===== config.mk =====
export PLATFORM = sky130hd
export DESIGN_NAME = three_level_priority_queue
export DESIGN_NICKNAME = d
export VERILOG_FILES = /design/src/rtl/tpq_pkg.sv /design/src/rtl/tpq_cell.sv /design/src/rtl/three_level_priority_queue.sv
export SDC_FILE = /design/constraint.sdc
export NUM_CORES = 1
export LEC_CHECK = 0
export BUFFER_PORTS_ARGS = -buffer_cell sky130_fd_sc_hd__buf_2
export CAP_MARGIN = 15
export CORE_MARGIN = 10
export CORE_UTILIZATION = 30
export DETAILED_ROUTE_END_ITERATION = 10
export PLACE_DENSITY_LB_ADDON = 0.12
export SLEW_MARGIN = 0
export SYNTH_ARGS = -nofsm -noshare
export SYNTH_HDL_FRONTEND = slang
export SYNTH_SLANG_ARGS = --single-unit
export TNS_END_PERCENT = 10

===== constraint.sdc =====
create_clock -name clk -period 5.1 [get_ports clk]
set_input_delay 0.255 -clock clk [delete_from_list [all_inputs] [get_ports clk]]
set_output_delay 0.255 -clock clk [all_outputs]
set_load 0.1 [all_outputs]

===== src/rtl/tpq_pkg.sv =====
package tpq_pkg;

  localparam int unsigned IdWidth = 16;
  localparam int unsigned LevelWidth = 2;

  // function codes on func
  localparam logic [1:0] FUNC_ENQ      = 2'd0;
  localparam logic [1:0] FUNC_DEQ      = 2'd1;
  localparam logic [1:0] FUNC_DEQ_TOP  = 2'd2;
  localparam logic [1:0] FUNC_NOP      = 2'd3;

  // status codes
  localparam logic [1:0] ST_OK         = 2'd0;
  localparam logic [1:0] ST_EMPTY      = 2'd1;
  localparam logic [1:0] ST_NOT_TOP    = 2'd2;
  localparam logic [1:0] ST_FULL       = 2'd3;

  localparam logic [LevelWidth-1:0] LEVEL_TOP = 2'd1;

  // what every cell does in a cycle
  typedef enum logic [1:0] {
    OP_HOLD = 2'd0,
    OP_PUSH = 2'd1,
    OP_POP  = 2'd2
  } tpq_op_e;

  typedef struct packed {
    logic                  valid;
    logic [LevelWidth-1:0] level;
    logic [IdWidth-1:0]    id;
  } tpq_cell_t;

  // broadcast from the controller to the row of cells
  typedef struct packed {
    tpq_op_e               op;
    logic [LevelWidth-1:0] level;
    logic [IdWidth-1:0]    id;
  } tpq_ctrl_t;

endpackage


===== src/rtl/tpq_cell.sv =====
module tpq_cell
  import tpq_pkg::*;
(
  input  logic      clk,
  input  logic      rst,
  input  tpq_ctrl_t ctrl,
  input  tpq_cell_t prev_cell,
  input  tpq_cell_t next_cell,
  output tpq_cell_t entry
);

  tpq_cell_t entry_next;
  logic      prev_after;
  logic      own_after;

  // prev ranks behind the new word: everything from here on moves one place back
  assign prev_after = prev_cell.valid && (prev_cell.level > ctrl.level);
  assign own_after  = !entry.valid || (entry.level > ctrl.level);

  always_comb begin
    entry_next = entry;
    case (ctrl.op)
      OP_PUSH: begin
        if (prev_after) begin
          entry_next = prev_cell;
        end else if (prev_cell.valid && own_after) begin
          entry_next.valid = 1'b1;
          entry_next.level = ctrl.level;
          entry_next.id    = ctrl.id;
        end
      end
      OP_POP: begin
        entry_next = next_cell;
      end
      default: begin
        entry_next = entry;
      end
    endcase
  end

  always_ff @(posedge clk) begin
    entry.level <= entry_next.level;
    entry.id    <= entry_next.id;
    if (rst) begin
      entry.valid <= 1'b0;
    end else begin
      entry.valid <= entry_next.valid;
    end
  end

endmodule


===== src/rtl/three_level_priority_queue.sv =====
// channel  | handshake             | payload
// ---------+-----------------------+-------------------------------------------------
// command  | start, busy           | func, priority_req, item_id
// result   | done (one-cycle strobe)| out_valid, out_id, out_priority, waiting_count,
//          |                       | is_empty, status
//
// one command word a cycle while busy is low: a word accepted at one edge gives
// its result word, marked by done, in the next cycle; the cells update in that edge
// busy is high during reset and for the cycle after reset is released, then low
// synchronous reset empties every cell; no clearing pass is needed
// the receiver cannot stall, so a result word is shown for exactly one cycle
module three_level_priority_queue
  import tpq_pkg::*;
#(
  parameter int unsigned CAPACITY = 16
)(
  input  logic                  clk,
  input  logic                  rst,
  input  logic                  start,
  output logic                  busy,
  input  logic [1:0]            func,
  input  logic [LevelWidth-1:0] priority_req,
  input  logic [IdWidth-1:0]    item_id,
  output logic                  done,
  output logic                  out_valid,
  output logic [IdWidth-1:0]    out_id,
  output logic [LevelWidth-1:0] out_priority,
  output logic [4:0]            waiting_count,
  output logic                  is_empty,
  output logic [1:0]            status
);

  localparam int unsigned CW = $clog2(CAPACITY + 1);

  // the row of cells holds the words sorted by level, oldest first within a
  // level; valid cells always form an unbroken run from cell 0
  tpq_cell_t            cells    [CAPACITY];
  tpq_cell_t            prev_in  [CAPACITY];
  tpq_cell_t            next_in  [CAPACITY];
  logic [CAPACITY-1:0]  valid_vec;
  tpq_ctrl_t            ctrl;

  logic [CW-1:0]         count;
  logic [CW-1:0]         count_next;
  logic                  accept;
  logic                  out_valid_next;
  logic [IdWidth-1:0]    out_id_next;
  logic [LevelWidth-1:0] out_priority_next;
  logic [1:0]            status_next;
  logic [LevelWidth-1:0] enq_level;

  assign accept = start && !busy;

  // a request for level zero counts as the top level
  assign enq_level = (priority_req == '0) ? LEVEL_TOP : priority_req;

  // command decode: push into the row, pop the head, or leave it alone
  always_comb begin
    ctrl.op           = OP_HOLD;
    ctrl.level        = enq_level;
    ctrl.id           = item_id;
    count_next        = count;
    out_valid_next    = 1'b0;
    out_id_next       = '0;
    out_priority_next = '0;
    status_next       = ST_OK;
    if (accept) begin
      unique case (func)
        FUNC_ENQ: begin
          if (count >= CW'(CAPACITY)) begin
            status_next = ST_FULL;
          end else begin
            ctrl.op    = OP_PUSH;
            count_next = count + 1'b1;
          end
        end
        FUNC_DEQ, FUNC_DEQ_TOP: begin
          if (count == '0) begin
            status_next = ST_EMPTY;
          end else if (func == FUNC_DEQ_TOP && cells[0].level != LEVEL_TOP) begin
            status_next = ST_NOT_TOP;
          end else begin
            ctrl.op           = OP_POP;
            count_next        = count - 1'b1;
            out_valid_next    = 1'b1;
            out_id_next       = cells[0].id;
            out_priority_next = cells[0].level;
          end
        end
        FUNC_NOP: begin
          status_next = ST_OK;
        end
        default: begin
          status_next = ST_OK;
        end
      endcase
    end
  end

  // neighbour wiring: cell 0 sees a top-ranked sentinel before it, the last
  // cell sees an empty word behind it
  genvar gi;
  generate
    for (gi = 0; gi < CAPACITY; gi++) begin : g_row
      if (gi == 0) begin : g_first
        assign prev_in[gi] = '{valid: 1'b1, level: '0, id: '0};
      end else begin : g_mid_prev
        assign prev_in[gi] = cells[gi-1];
      end
      if (gi == CAPACITY - 1) begin : g_last
        assign next_in[gi] = '{valid: 1'b0, level: '0, id: '0};
      end else begin : g_mid_next
        assign next_in[gi] = cells[gi+1];
      end

      tpq_cell u_cell (
        .clk       (clk),
        .rst       (rst),
        .ctrl      (ctrl),
        .prev_cell (prev_in[gi]),
        .next_cell (next_in[gi]),
        .entry     (cells[gi])
      );

      assign valid_vec[gi] = cells[gi].valid;
    end
  endgenerate

  // stored count and result word registers
  always_ff @(posedge clk) begin
    out_valid     <= out_valid_next;
    out_id        <= out_id_next;
    out_priority  <= out_priority_next;
    waiting_count <= 5'(count_next);
    is_empty      <= (count_next == '0);
    status        <= status_next;
    if (rst) begin
      count <= '0;
      done  <= 1'b0;
      busy  <= 1'b1;
    end else begin
      count <= count_next;
      done  <= accept;
      busy  <= 1'b0;
    end
  end

`ifndef NO_ASSERTIONS
  // valid cells form an unbroken run from the head
  a_contiguous: assert property (@(posedge clk) disable iff (rst)
    ((valid_vec >> 1) & ~valid_vec) == '0)
    else $error("gap in the row of cells");

  // the counter tracks the occupied cells
  a_count: assert property (@(posedge clk) disable iff (rst)
    count == CW'($countones(valid_vec)))
    else $error("count disagrees with occupied cells");

  // a result word only follows an accepted command word
  a_done: assert property (@(posedge clk) disable iff (rst)
    done |-> $past(accept))
    else $error("result without a command");

  // a returned word always carries ok status and a real level
  a_out_ok: assert property (@(posedge clk) disable iff (rst)
    (done && out_valid) |-> (status == ST_OK && out_priority != '0))
    else $error("returned word with bad status or level");

  // a full drop leaves the count unchanged
  a_full_hold: assert property (@(posedge clk) disable iff (rst)
    (accept && func == FUNC_ENQ && count >= CW'(CAPACITY)) |=> $stable(count))
    else $error("dropped word changed the count");
`endif

endmodule

## Word level (Yosys, flattened, before mapping)

Index checks and enable logic that the tools add are counted.

- Logic and storage cells: 255
- Register bits after elaboration: 338
- Bits of input ports: 23
- Output and inout port bits: 29

- Magnitude comparators: 18
- Eq/ne operators: 22
- Add/sub/neg operators: 2
- Muxes and demuxes: 65
- Bitwise operators: 2
- Reductions and logical operators: 89

Operators with widths:

| kind | number |
|---|---|
| $mux W19 | 32 |
| $pmux W19 S2 | 16 |
| $ne A3 B1 Y1 const B | 16 |
| $gt A2 B2 Y1 | 16 |
| $logic_and A1 B1 Y1 | 32 |
| $reduce_and A2 Y1 | 16 |
| $mux W5 | 4 |
| $logic_not A1 Y1 | 17 |
| $logic_or A1 B1 Y1 | 16 |
| $mux W2 | 7 |
| $logic_not A5 Y1 | 2 |
| $pmux W5 S2 | 1 |
| $eq A2 B2 Y1 const B | 3 |
| $pmux W2 S3 | 1 |
| $add A5 B1 Y5 const B | 1 |
| $ge A5 B5 Y1 const B | 1 |
| $sub A5 B1 Y5 const B | 1 |
| $eq A2 B1 Y1 const B | 2 |
| $logic_not A2 Y1 | 2 |
| $pmux W2 S2 | 1 |
| $reduce_or A4 Y1 | 1 |
| $mux W1 | 3 |
| $reduce_or A3 Y1 | 1 |
| $gt A1 B2 Y1 const A | 1 |
| other kinds (4) | 5 |

## Logic depth before layout (Yosys ltp)

Gate-level depths: netlist of run 1.

- Word-level depth: 9
- Mapped depth: 14
- Depth with buffers taken out: 10

## Cells and area by module

A second synthesis of run 1 with hierarchy kept.

- Cell total of the unflattened synthesis: 2031
- Area, all modules: 18970.7 sq um

By module, submodules not included:

| module | area an instance (sq um) | cells each | instances | seq. area each (sq um) |
|---|---|---|---|---|
| tpq_cell | 1103.6 | 119 | 16 | 560.5 |
| three_level_priority_queue | 1313.8 | 127 | 1 | 680.7 |

## Worst setup path after synthesis of run 1

No wires, ideal clock.

- Path type: input to register
- From: input priority_req[1]
- To: register g_row[1].u_cell.entry[18] in the netlist's numbering
- Data arrival time: 3.765 ns
- Stages on the path: 10
- Setup slack: 1.127 ns
- Data required time: 4.892 ns
- Setup time: 0.208 ns
- Path through: inv_1 -> nor2_1 -> clkbuf_1 -> inv_1 -> ha_1 -> nand2_1 -> o21ai_0 -> and2_1 -> a311oi_1 -> a311oi_1

- Word-level cells in the longest chain between the ends: 7
- Elaborated cells on any way between the ends: 11
- Those cells by class: order compare: 2; eq/ne: 1; mux: 3; reduce/logical: 5

Ends and longest elaborated chain:

| element | line | source |
|---|---|---|
| start: declaration | three_level_priority_queue.sv:22 | `input logic [LevelWidth-1:0] priority_req,` |
| $logic_not A2 Y1 | three_level_priority_queue.sv:55 | `assign enq_level = (priority_req == '0) ? LEVEL_TOP : priority_req;` |
| $mux W2 (*) | three_level_priority_queue.sv:55 |  |
| $gt A2 B2 Y1 | tpq_cell.sv:18 | `assign own_after = !entry.valid \|\| (entry.level > ctrl.level);` |
| $logic_or A1 B1 Y1 | tpq_cell.sv:18 |  |
| $logic_and A1 B1 Y1 | tpq_cell.sv:26 | `end else if (prev_cell.valid && own_after) begin` |
| $ne A3 B1 Y1 (no line) | - |  |
| $reduce_and A2 Y1 (no line) | - |  |
| end: declaration | tpq_cell.sv:9 | `output tpq_cell_t entry` |

Mark *: on every way between the ends. The rest lies on a longest branch, timed or not.
A chain may end at the register's enable or synchronous reset.

## Worst setup path after layout of run 1

- From: register count[0]
- To: register g_row[0].u_cell.entry[5] in the netlist's numbering (enable)

- Word-level cells in the longest chain between the ends: 7
- Elaborated cells on any way between the ends: 11
- Those cells by class: order compare: 1; eq/ne: 3; mux: 4; reduce/logical: 3

Ends and longest elaborated chain:

| element | line | source |
|---|---|---|
| start: declaration | three_level_priority_queue.sv:43 | `logic [CW-1:0] count;` |
| start signal: assignment | three_level_priority_queue.sv:142 | `count <= count_next;` |
| $ge A5 B5 Y1 or $logic_not A5 Y1 (tied branches) | three_level_priority_queue.sv:70, three_level_priority_queue.sv:78 |  |
| $mux W1 or $mux W2 (tied branches) | three_level_priority_queue.sv:70, three_level_priority_queue.sv:78 |  |
| $pmux W2 S2 (*) | three_level_priority_queue.sv:68 | `unique case (func)` |
| $mux W2 (*) | three_level_priority_queue.sv:67 | `if (accept) begin` |
| $eq A2 B1 Y1 or $eq A2 B2 Y1 (tied branches) | tpq_cell.sv:22 | `case (ctrl.op)` |
| $ne A3 B1 Y1 (no line) or $reduce_bool A2 Y1 (tied branches) | - |  |
| $reduce_and A2 Y1 (no line) (*) | - |  |
| end: declaration | tpq_cell.sv:9 |  |

Marked as above.

==> results of run 1 <==
-- cell families after synthesis --
logic type                 Yosys count  synth area share, %
AOI/OAI and AO/OA                  381                 12.0
xor gates and xnor gates             1               0.0503
adders and majority gates           39                 2.80
buffers and inverters              160                 3.82
DFF                                338                 55.4
muxes                              255                 14.8
and+or+nand+nor                    454                 11.1
-- sequential cells by signal, indices dropped and copies added (netlist names), 2 cells and up --
register	count
out_priority	2
out_id	16
status	2
count	5
waiting_count	5
g_row.u_cell.entry	304
-- area by class of cell --
class,instances,area (um^2)
fillers,5820,37700
multi-input cells,1130,7120
clock inverters,17,220
flip-flops and latches,338,9650
well taps,765,957
inverters,40,150
clock buffers,63,1230
repair buffers,90,573
-- per-layer routing --
metal | track usage [%] | part of all wire [%] | vias up
met5 | 0 | 0 | -
met4 | 3.20 | 1.7 | 0
met3 | 2.14 | 2.8 | 54
met2 | 22.5 | 48 | 130
met1 | 17.7 | 48 | 6101
li1 | - | - | 5885
-- worst paths after layout --
kind | slack (ns) | startpoint | end | cells past startpoint
worst min-delay path | 0.1 | rst | busy | 1
worst min register to register | 0.49 | g_row[0].u_cell.entry[9] | out_id[9] | 1
worst max register to register | 1.83 | count[0] | g_row[0].u_cell.entry[5] | 8
worst max-delay path | 1.83 | count[0] | g_row[0].u_cell.entry[5] | 8
-- metrics by stage --
stage	power, uW	setup WS, ns	std cells	hold WS (ns)
2_1_floorplan	3500	1.13	1628	0.283
3_3_place_gp	3650	1.61	2363	0.467
3_5_place_dp	3660	1.59	2363	0.481
4_1_cts	6870	1.73	2443	0.0778
5_1_grt	7030	1.53	2443	0.0890
6_report	6760	1.83	2443	0.0987
-- layout by cell type (no fill, tap or decap), types with 15 or more instances in the layout --
cell       instances
nor2_1            51
mux2i_1          239
clkbuf_1          15
dfxtp_1           50
buf_4             37
nor2b_1           23
o211ai_1          15
buf_2             51
nand2_1          325
clkbuf_16         46
a21oi_1           36
and2_1            19
ha_1              38
inv_1             40
a21boi_0          15
mux2_2            16
edfxtp_1         288
nand3_1           15
o21ai_0          283
-- power by group through the flow --
stage	sequential [uW]	clock, uW	combinational [uW]
after floorplan	3210	0	292
after global placement	3200	0	454
after detailed placement	3200	0	465
after CTS	3140	3270	466
after global routing	3150	3370	516
final	3140	3160	456
-- cells in the mapped netlist (23+ instances only) --
library cell  instances
nor2b_1              23
o21ai_0             283
edfxtp_1            288
mux2i_1             239
nor2_1               51
a21oi_1              36
clkbuf_1             67
dfxtp_1              50
buf_2                52
inv_1                40
nand2_1             325
ha_1                 39
==> impl_results.md, run 1 <==
* CTS tree: yes
* Clock Power Share at 46.8%
* Total CTS buffers at 43
* CTS clk-pin slew, worst paths at roughly 0.060 ns
* Clock net sink count at 338
* Antenna Nets Post-Route at 0
* Vias at between 10,000 and 15,000
* Total routed wirelength at about 46,000 um
* Util after Layout at approximately a third
* Logic pwr share at 6.7%
* Setup bufs post-CTS at 0
* Fraction of layout cells with a size suffix above 1 at between 10% and 20%
* Top Ports at 52
* Seq/Total Area, Yosys at 55.4%
* Critical Setup Path Class: flip-flop to flip-flop
* RSZ-0062 raised after global routing: no
* Critical path, cell by cell: inv_1 > ha_1 > nor4b_4 > a21oi_1 > nand3_1 > inv_1 > ha_4 > o21a_1
* Syn_nets at between 1,500 and 2,000
* Worst-Margin Slew at around 1 ns
* Final GP Congestion at approximately 0.73
* Max Freq at about 300 MHz
* # diodes at 0
* Die Footprint at 68,100 um^2
* Die Height at about 260 um
* Tcrit/Tclk final at around 64%
* Max IR drop VDD at between 0.2 and 0.25 mV
* DRC at 0
* Core Footprint at ~58,000 um^2
* Most frequent CP cell: inv_1
* Critical Path End Type: flip-flop
* Fin crit period at 3.27 ns
* Global-route wire length before repair at roughly 73,000 um
* Synth warn at 0
* DP HPWL at 31,800 um
* Clk_lat worst skew at ~0.57 ns
* Relative slew margins at roughly a third
* Cell Area, Synth at between 15,000 and 20,000 um^2
* Grt ovf at 0
* Pre-antenna DRT Iters at 5
* Max Cap Viol at 0
* Status: complete, no violations
* Area leader, netlist: edfxtp_1
* Syn Area/Cell at 10.7 um^2
* Avg Vias per Cell at approximately 5
* Clk Tree Root Cell: clkbuf_16
* Vias in the first global route at 12,863
* Drt initial violations at between 600 and 700
* Clk_skew at 0.0254 ns
* Synth top area share at approximately half
* Bufs on Longest Clock Path at 3
* Placed Area at 18,500 um^2
* Post-cts sizing count at 0
* Register bit total from synthesis at 338
* Initial antenna violation count at 0
* Delay of the slowest critical-path stage at 0.89 ns
* CP Max Fanout at 68
* # hold bufs at CTS at 0
* Setup TNS at 0 ns
* Routed wire per std cell at 18.9 um
* Yosys cell types at 46
* Area grow syn2layout at 14.4%
* Initial Utilization at roughly 30%
* Largest net degree at the start of global routing at 208
* Most used DFF post-synth: edfxtp_1
* Input/output buffers at slightly above 50
* Switching Fraction at a little under a quarter
* Die X at 261 um
* Fin. max-slew vios at 0
* Post-Syn Instances at about 1,600
* CP Launch Type: flip-flop
* Slowest cell on crit path: o21a_1
* Gr usage total at 13.4%
* Final nets at 1,705
* Crit path buf inv count at 2
* Async set-reset flop share out of synthesis at 0%
* Worst EP arrival at approximately 3.4 ns
* Endpoints failing setup at 0
* Worst Hold Class: input port to flip-flop
* Cells taking the most area after synthesis: edfxtp_1 50%, mux2i_1 14%, o21ai_0 8.1%
* Internal cell power at 5190 uW
* Static Leak at 0.00810 uW
* Sequential power share at ~47%
* Finished Cell Area at between 15,000 and 20,000 um^2
* Row count at 88
* P per Cell Area at around 340 nW/um^2
* H-tree Lvls at 2
* Worst EP required at ~5.3 ns
* Delay-heaviest family, CP: compound AO/OA/AOI/OAI gates
* Final Hold Fails at 0
* EDFF count, synth at about 290
* P_sw at 1570 uW
(Power assumes the default switching activity.)
==> run 2: changes to the inputs <==
- clock period: 5.1 -> 3.4 ns (I/O delays scaled with it)
==> run 2 against run 1 <==
Combinational power rose by 56%. Sequential power increased by 50%. Cell count is 0.57% higher. Critical path depth increased by 1. Wire length rose by 5.4%. Final area barely moved. Via count grew 0.58%. Fmax increased by 17%. Flip-flop and latch count is the same. Sequential share of layout area is essentially flat. Critical endpoint is now g_row[4].u_cell.entry[10]. Largest cell class unchanged.
==> impl_results.md, run 2 (synthesis results as in run 1) <==
* Status: complete, no violations
* Worst Hold Class: input port to flip-flop
* Delay-heaviest family, CP: adder cells
* DRC at 0 (unchanged)
* Commonest non-fill, non-tap cell in the layout: nand2_1
* Overall power at 9450 uW (+40%)
* Tcrit/Tclk final at 81.9% (+18 points)
* Fin crit period at 2.79 ns (-0.482 ns)
* Clk_lat worst skew at 0.56 ns (about the same)
* Clk Tree Root Cell: clkbuf_16
* P per Cell Area at 475 nW/um^2 (+40%)
* Worst EP required at 3.62 ns (-1.65 ns)
* CP Launch Type: flip-flop
* Largest regs: g_row.u_cell.entry (304), out_id (16)
* DP HPWL at 34,000 um (+7.0%)
* Crit path buf inv count at 3 (+1)
* Max reg flops at 304 (unchanged)
* H-tree Lvls at 2 (unchanged)
* Avg Vias per Cell at 4.98 (about the same)
* Drt initial violations at 772 (+16%)
* Final nets at 1,725 (+1.2%)
* Crit path launch: count[0]
* Endpoints failing setup at 0 (unchanged)
* Input/output buffers at 51 (unchanged)
* Grt ovf at 0 (unchanged)
* Die Height at 261 um (unchanged)
* CTS clk-pin slew, worst paths at 0.05 ns (about the same)
* Worst-Margin Slew at 0.893 ns (-0.104 ns)
* Critical Setup Path Class: flip-flop to flip-flop
* Global-route wire length before repair at 76,200 um (+4.2%)
* Critical R2R Capture: g_row[4].u_cell.entry[10]
* Slowest cell on crit path: ha_1
* Total CTS buffers at 40 (-7.0%)
* R2R setup slack at 0.61 ns (-1.22 ns)
* Antenna Nets Post-Route at 0 (unchanged)
* Post-cts sizing count at 0 (unchanged)
* Bufs on Longest Clock Path at 3 (unchanged)
* Commonest cells after routing, fill and taps aside: 325 x nand2_1, 288 x edfxtp_1, 283 x o21ai_0
* Gr usage total at 14.2% (+0.83 points)
* Fraction of layout cells with a size suffix above 1 at 10.8% (+0.33 points)
* Routed wire per std cell at 19.8 um (+4.8%)
* Placed Area at 18,700 um^2 (+1.4%)
* Row count at 88 (unchanged)
* # diodes at 0 (unchanged)
* Finished Cell Area at 19,900 um^2 (about the same)
* Max Cap Viol at 0 (unchanged)
* Reg with most FFs: g_row.u_cell.entry
* CP endpoint: g_row[4].u_cell.entry[10]
* Core Footprint at 57,600 um^2 (unchanged)
* Largest net degree at the start of global routing at 119 (-43%)
* Critical path, cell by cell: inv_1 > ha_1 > nor4b_4 > a21oi_1 > nand3_1 > ha_1 > buf_4 > nor2_1 > buf_4
* Static Leak at 0.00810 uW (about the same)
* Max IR drop VDD at 0.265 mV (+24%)
* Initial antenna violation count at 0 (unchanged)
* CTS tree: yes
* R2R depth at 9 (+1)
* Hold WS at 0.0679 ns (-0.0308 ns)
* RSZ-0062 raised after global routing: no
* Area grow syn2layout at 14.3% (about the same)
* Initial Utilization at 30.2% (unchanged)
* Setup bufs post-CTS at 0 (unchanged)
* Die X at 261 um (unchanged)
* Clock net sink count at 338 (unchanged)
* Total routed wirelength at 48,700 um (+5.4%)
* Vias in the first global route at 12,627 (-1.8%)
* Critical Path End Type: flip-flop
* Pre-antenna DRT Iters at 5 (unchanged)
* # hold bufs at CTS at 1 (+1)
* Max Freq at 359 MHz (+17%)
* Relative slew margins at 40.1% (+6.6 points)
* Setup TNS at 0 ns (unchanged)
* Worst EP arrival at 3.00 ns (-0.44 ns)
* PnR worst setup slack at 0.614 ns (-1.22 ns)
* Setup WS pre-CTS at 0.609 ns (-0.984 ns)
* Fin. max-slew vios at 0 (unchanged)
* Vias at 12,240 (+0.58%)
* CP Depth at 9 (+1)
* Delay of the slowest critical-path stage at 0.48 ns (-0.41 ns)
* Final GP Congestion at 0.773 (+5.4%)
* Top Ports at 52 (unchanged)
* Reg-to-reg startpoint: count[0]
* CP Max Fanout at 18 (-74%)
* Clk_skew at 0.0200 ns (-0.00541 ns)
* Fillers at 5,820 (unchanged)
* Final Hold Fails at 0 (unchanged)
* Die Footprint at 68,100 um^2 (unchanged)
-- run 2: worst min-delay path by stage --
stage / from / end / slack [ns] / depth (start not counted)
finish: start / done / 0.07 / 3
global route: start / done / 0.1 / 3
CTS: start / done / 0.04 / 3
detailed placement: g_row[0].u_cell.entry[14] / out_id[14] / 0.47 / 1
global placement: g_row[0].u_cell.entry[11] / out_id[11] / 0.46 / 1
floorplan: rst / busy / 0.20 / 0
-- run 2: report_power, final --
part	total [uW]	internal [uW]	switching, uW	leakage (uW)
logic	710	246	465	0.00451
clock network	4020	2330	1700	0.000572
registers	4710	4640	70.7	0.00302
total	9450	7210	2230	0.00810
-- run 2: layout make-up --
cell class / instances / area [um^2] / area share [%]
inverter: 40 / 150 / 0.754
sequential: 338 / 9650 / 48.5
clock buffer: 59 / 1110 / 5.60
tap: 765 / 957 / 4.81
multi-input combinational: 1130 / 7120 / 35.8
clock inverter: 12 / 72.6 / 0.365
timing repair buffer: 113 / 836 / 4.20
-- run 2: through the flow --
step	cells	util, %
2_1_floorplan	1628	-
3_3_place_gp	2385	32.5
3_5_place_dp	2385	32.5
4_1_cts	2457	34.6
5_1_grt	2457	34.6
6_report	2457	34.6
-- run 2: per-layer routing --
layer | GRT usage [%] | share of wire (%) | wire, um
met1 | 20.0 | 48 | 23300
met2 | 22.3 | 46 | 22300
met3 | 2.22 | 4.0 | 1970
met4 | 3.86 | 2.2 | 1070
met5 | 0 | 0 | 0
-- run 2: worst reg2reg max path, cell delays in order, from the launching register on --
cell and delay (ns):
dfxtp_1 0.39, inv_1 0.08, ha_1 0.23, nor4b_4 0.16
a21oi_1 0.22, nand3_1 0.17, ha_1 0.48, buf_4 0.26
nor2_1 0.15, buf_4 0.31
==> run 3: changes to the inputs <==
- clock period: 3.4 -> 2.5 ns (I/O delays scaled with it)
==> run 3 against run 2 <==
Die area did not move. First-iteration DRC count rose by 0.26%. Sequential power rose by 36%. Non-clock buffer count rose by 47. Worst hold slack got worse by 0.0070 ns. Clock power rose by 43%. Critical path type unchanged.
==> impl_results.md, run 3 (synthesis results as in run 1) <==
* Clock net sink count at 338 (unchanged)
* Clk Tree Root Cell: clkbuf_16
* CP Launch Type: flip-flop
* H-tree Lvls at 2 (unchanged)
* Worst EP arrival at 2.72 ns (-0.28 ns)
* Endpoints failing setup at 0 (unchanged)
* Row count at 88 (unchanged)
* Area grow syn2layout at 20.7%
* Final Hold Fails at 0 (unchanged)
* Gr usage total at 13.6% (-0.60 points)
* Largest net degree at the start of global routing at 102 (-14%)
* Worst Hold Class: input port to flip-flop
* Max IR drop VDD at 0.364 mV (+38%)
* CTS clk-pin slew, worst paths at 0.06 ns (about the same)
* Drt initial violations at 774 (+0.26%)
* Avg Vias per Cell at 4.81 (-3.5%)
* Status: complete, no violations
* Setup WS pre-CTS at -0.405 ns (-1.01 ns)
* # diodes at 0 (unchanged)
* Pre-antenna DRT Iters at 7 (+2)
* Fillers at 5,705 (-2.0%)
* Fin crit period at 2.44 ns (-0.345 ns)
* Routed wire per std cell at 18.6 um (-5.9%)
* Core Footprint at 57,600 um^2 (unchanged)
* Overall power at 13,200 uW (+40%)
* Top Ports at 52 (unchanged)
* RSZ-0062 raised after global routing: yes
* Grt ovf at 0 (unchanged)
* Relative slew margins at 55.3% (+15 points)
* Global-route wire length before repair at 73,200 um (-3.9%)
* Max Freq at 410 MHz (+14%)
* Max Cap Viol at 0 (unchanged)
* Vias at 12,056 (-1.5%)
* Vias in the first global route at 12,201 (-3.4%)
* Static Leak at 0.00857 uW (+5.8%)
* P per Cell Area at 628 nW/um^2 (+32%)
* Max reg flops at 304 (unchanged)
* Critical Path End Type: flip-flop
* Initial Utilization at 30.2% (unchanged)
* Initial antenna violation count at 0 (unchanged)
* Total CTS buffers at 41 (+2.5%)
* CTS tree: yes
* Reg with most FFs: g_row.u_cell.entry
* Final GP Congestion at 0.773 (-0.10%)
* DP HPWL at 32,600 um (-4.0%)
* Final nets at 1,773 (+2.8%)
* Antenna Nets Post-Route at 0 (unchanged)
* Largest regs: g_row.u_cell.entry (304), out_id (16)
* Clk_skew at 0.0347 ns (+0.0147 ns)
* Commonest non-fill, non-tap cell in the layout: nand2_1
* Die Footprint at 68,100 um^2 (unchanged)
* Fraction of layout cells with a size suffix above 1 at 15.4% (+4.6 points)
* Tcrit/Tclk final at 97.6% (+16 points)
* Bufs on Longest Clock Path at 3 (unchanged)
* Input/output buffers at 51 (unchanged)
* Die Height at 261 um (unchanged)
* Fin. max-slew vios at 0 (unchanged)
* Clk_lat worst skew at 0.57 ns (about the same)
* Worst-Margin Slew at 0.669 ns (-0.225 ns)
* PnR worst setup slack at 0.0592 ns (-0.555 ns)
* Die X at 261 um (unchanged)
* Util after Layout at 36.5% (+1.9 points)
* Sequential cell area at 9660 um^2 (about the same)
* CP Max Fanout at 8 (-10)
* Total routed wirelength at 46,800 um (-3.9%)
* Worst EP required at 2.77 ns (-0.85 ns)
* Critical Setup Path Class: flip-flop to flip-flop
* Multi-input combinational cell area at 7270 um^2 (+2.1%)
* DRC at 0 (unchanged)
* Commonest cells after routing, fill and taps aside: 325 x nand2_1, 288 x edfxtp_1, 283 x o21ai_0
* Setup TNS at 0 ns (unchanged)
[run 3: final timing paths]
| path | start | to | slack, ns | cells past startpoint |
|---|---|---|---|---|
| max | count[1] | g_row[15].u_cell.entry[6] | 0.06 | 12 |
| min | start | status[0] | 0.06 | 4 |
| max reg2reg | count[1] | g_row[15].u_cell.entry[6] | 0.06 | 12 |
| min reg2reg | g_row[0].u_cell.entry[15] | out_id[15] | 0.48 | 1 |
[run 3: timing repair]
item                                   4_1_cts  5_1_grt
gates cloned                                 0        3
setup endpoints to repair                  384      451
resized for setup                            6       11
endpoints found under the hold margin        1        0
hold buffers                                 1        0
setup buffers                                0       10
pin swaps                                    3        4
[run 3: power by group]
part / leakage (uW) / switching (uW) / total [uW] / internal (uW)
combinational: 0.00494 / 657 / 1070 / 413
sequential: 0.00302 / 86.5 / 6400 / 6310
clock: 0.000615 / 2420 / 5730 / 3320
total: 0.00857 / 3160 / 13200 / 10000
[run 3: through the flow]
stage	instances	hold WS (ns)	area, um^2
4_1_cts	2496	0.0334	20800
3_3_place_gp	2419	0.465	19500
3_5_place_dp	2419	0.470	19500
2_1_floorplan	1628	0.153	17600
6_report	2509	0.0610	21000
5_1_grt	2509	0.0366	21000
[run 3: layout make-up]
type,count,share of cell area (%)
inverters,40,0.732
clock buffers,62,5.50
multi-input cells,1130,34.6
clock inverters,14,0.590
repair buffers,160,8.05
well taps,765,4.56
flip-flops and latches,338,46.0
[run 3: worst max-delay path, cell delays in order (launching register included)]
cell       delay [ns]
dfxtp_2          0.33
inv_2            0.05
ha_4             0.15
nor4b_4          0.13
a21oi_2          0.16
nand3_2          0.18
ha_4             0.22
buf_12           0.14
buf_12           0.14
a21boi_1         0.12
buf_4            0.15
nor2_4           0.20
clkbuf_16        0.21
[run 3: routing by layer]
metal	GRT usage, %	share of wire [%]	up-vias
met1	18.9	48	5785
met3	2.24	3.7	51
met5	0	0	-
met2	21.9	46	206
li1	-	-	6014
met4	3.10	1.7	0
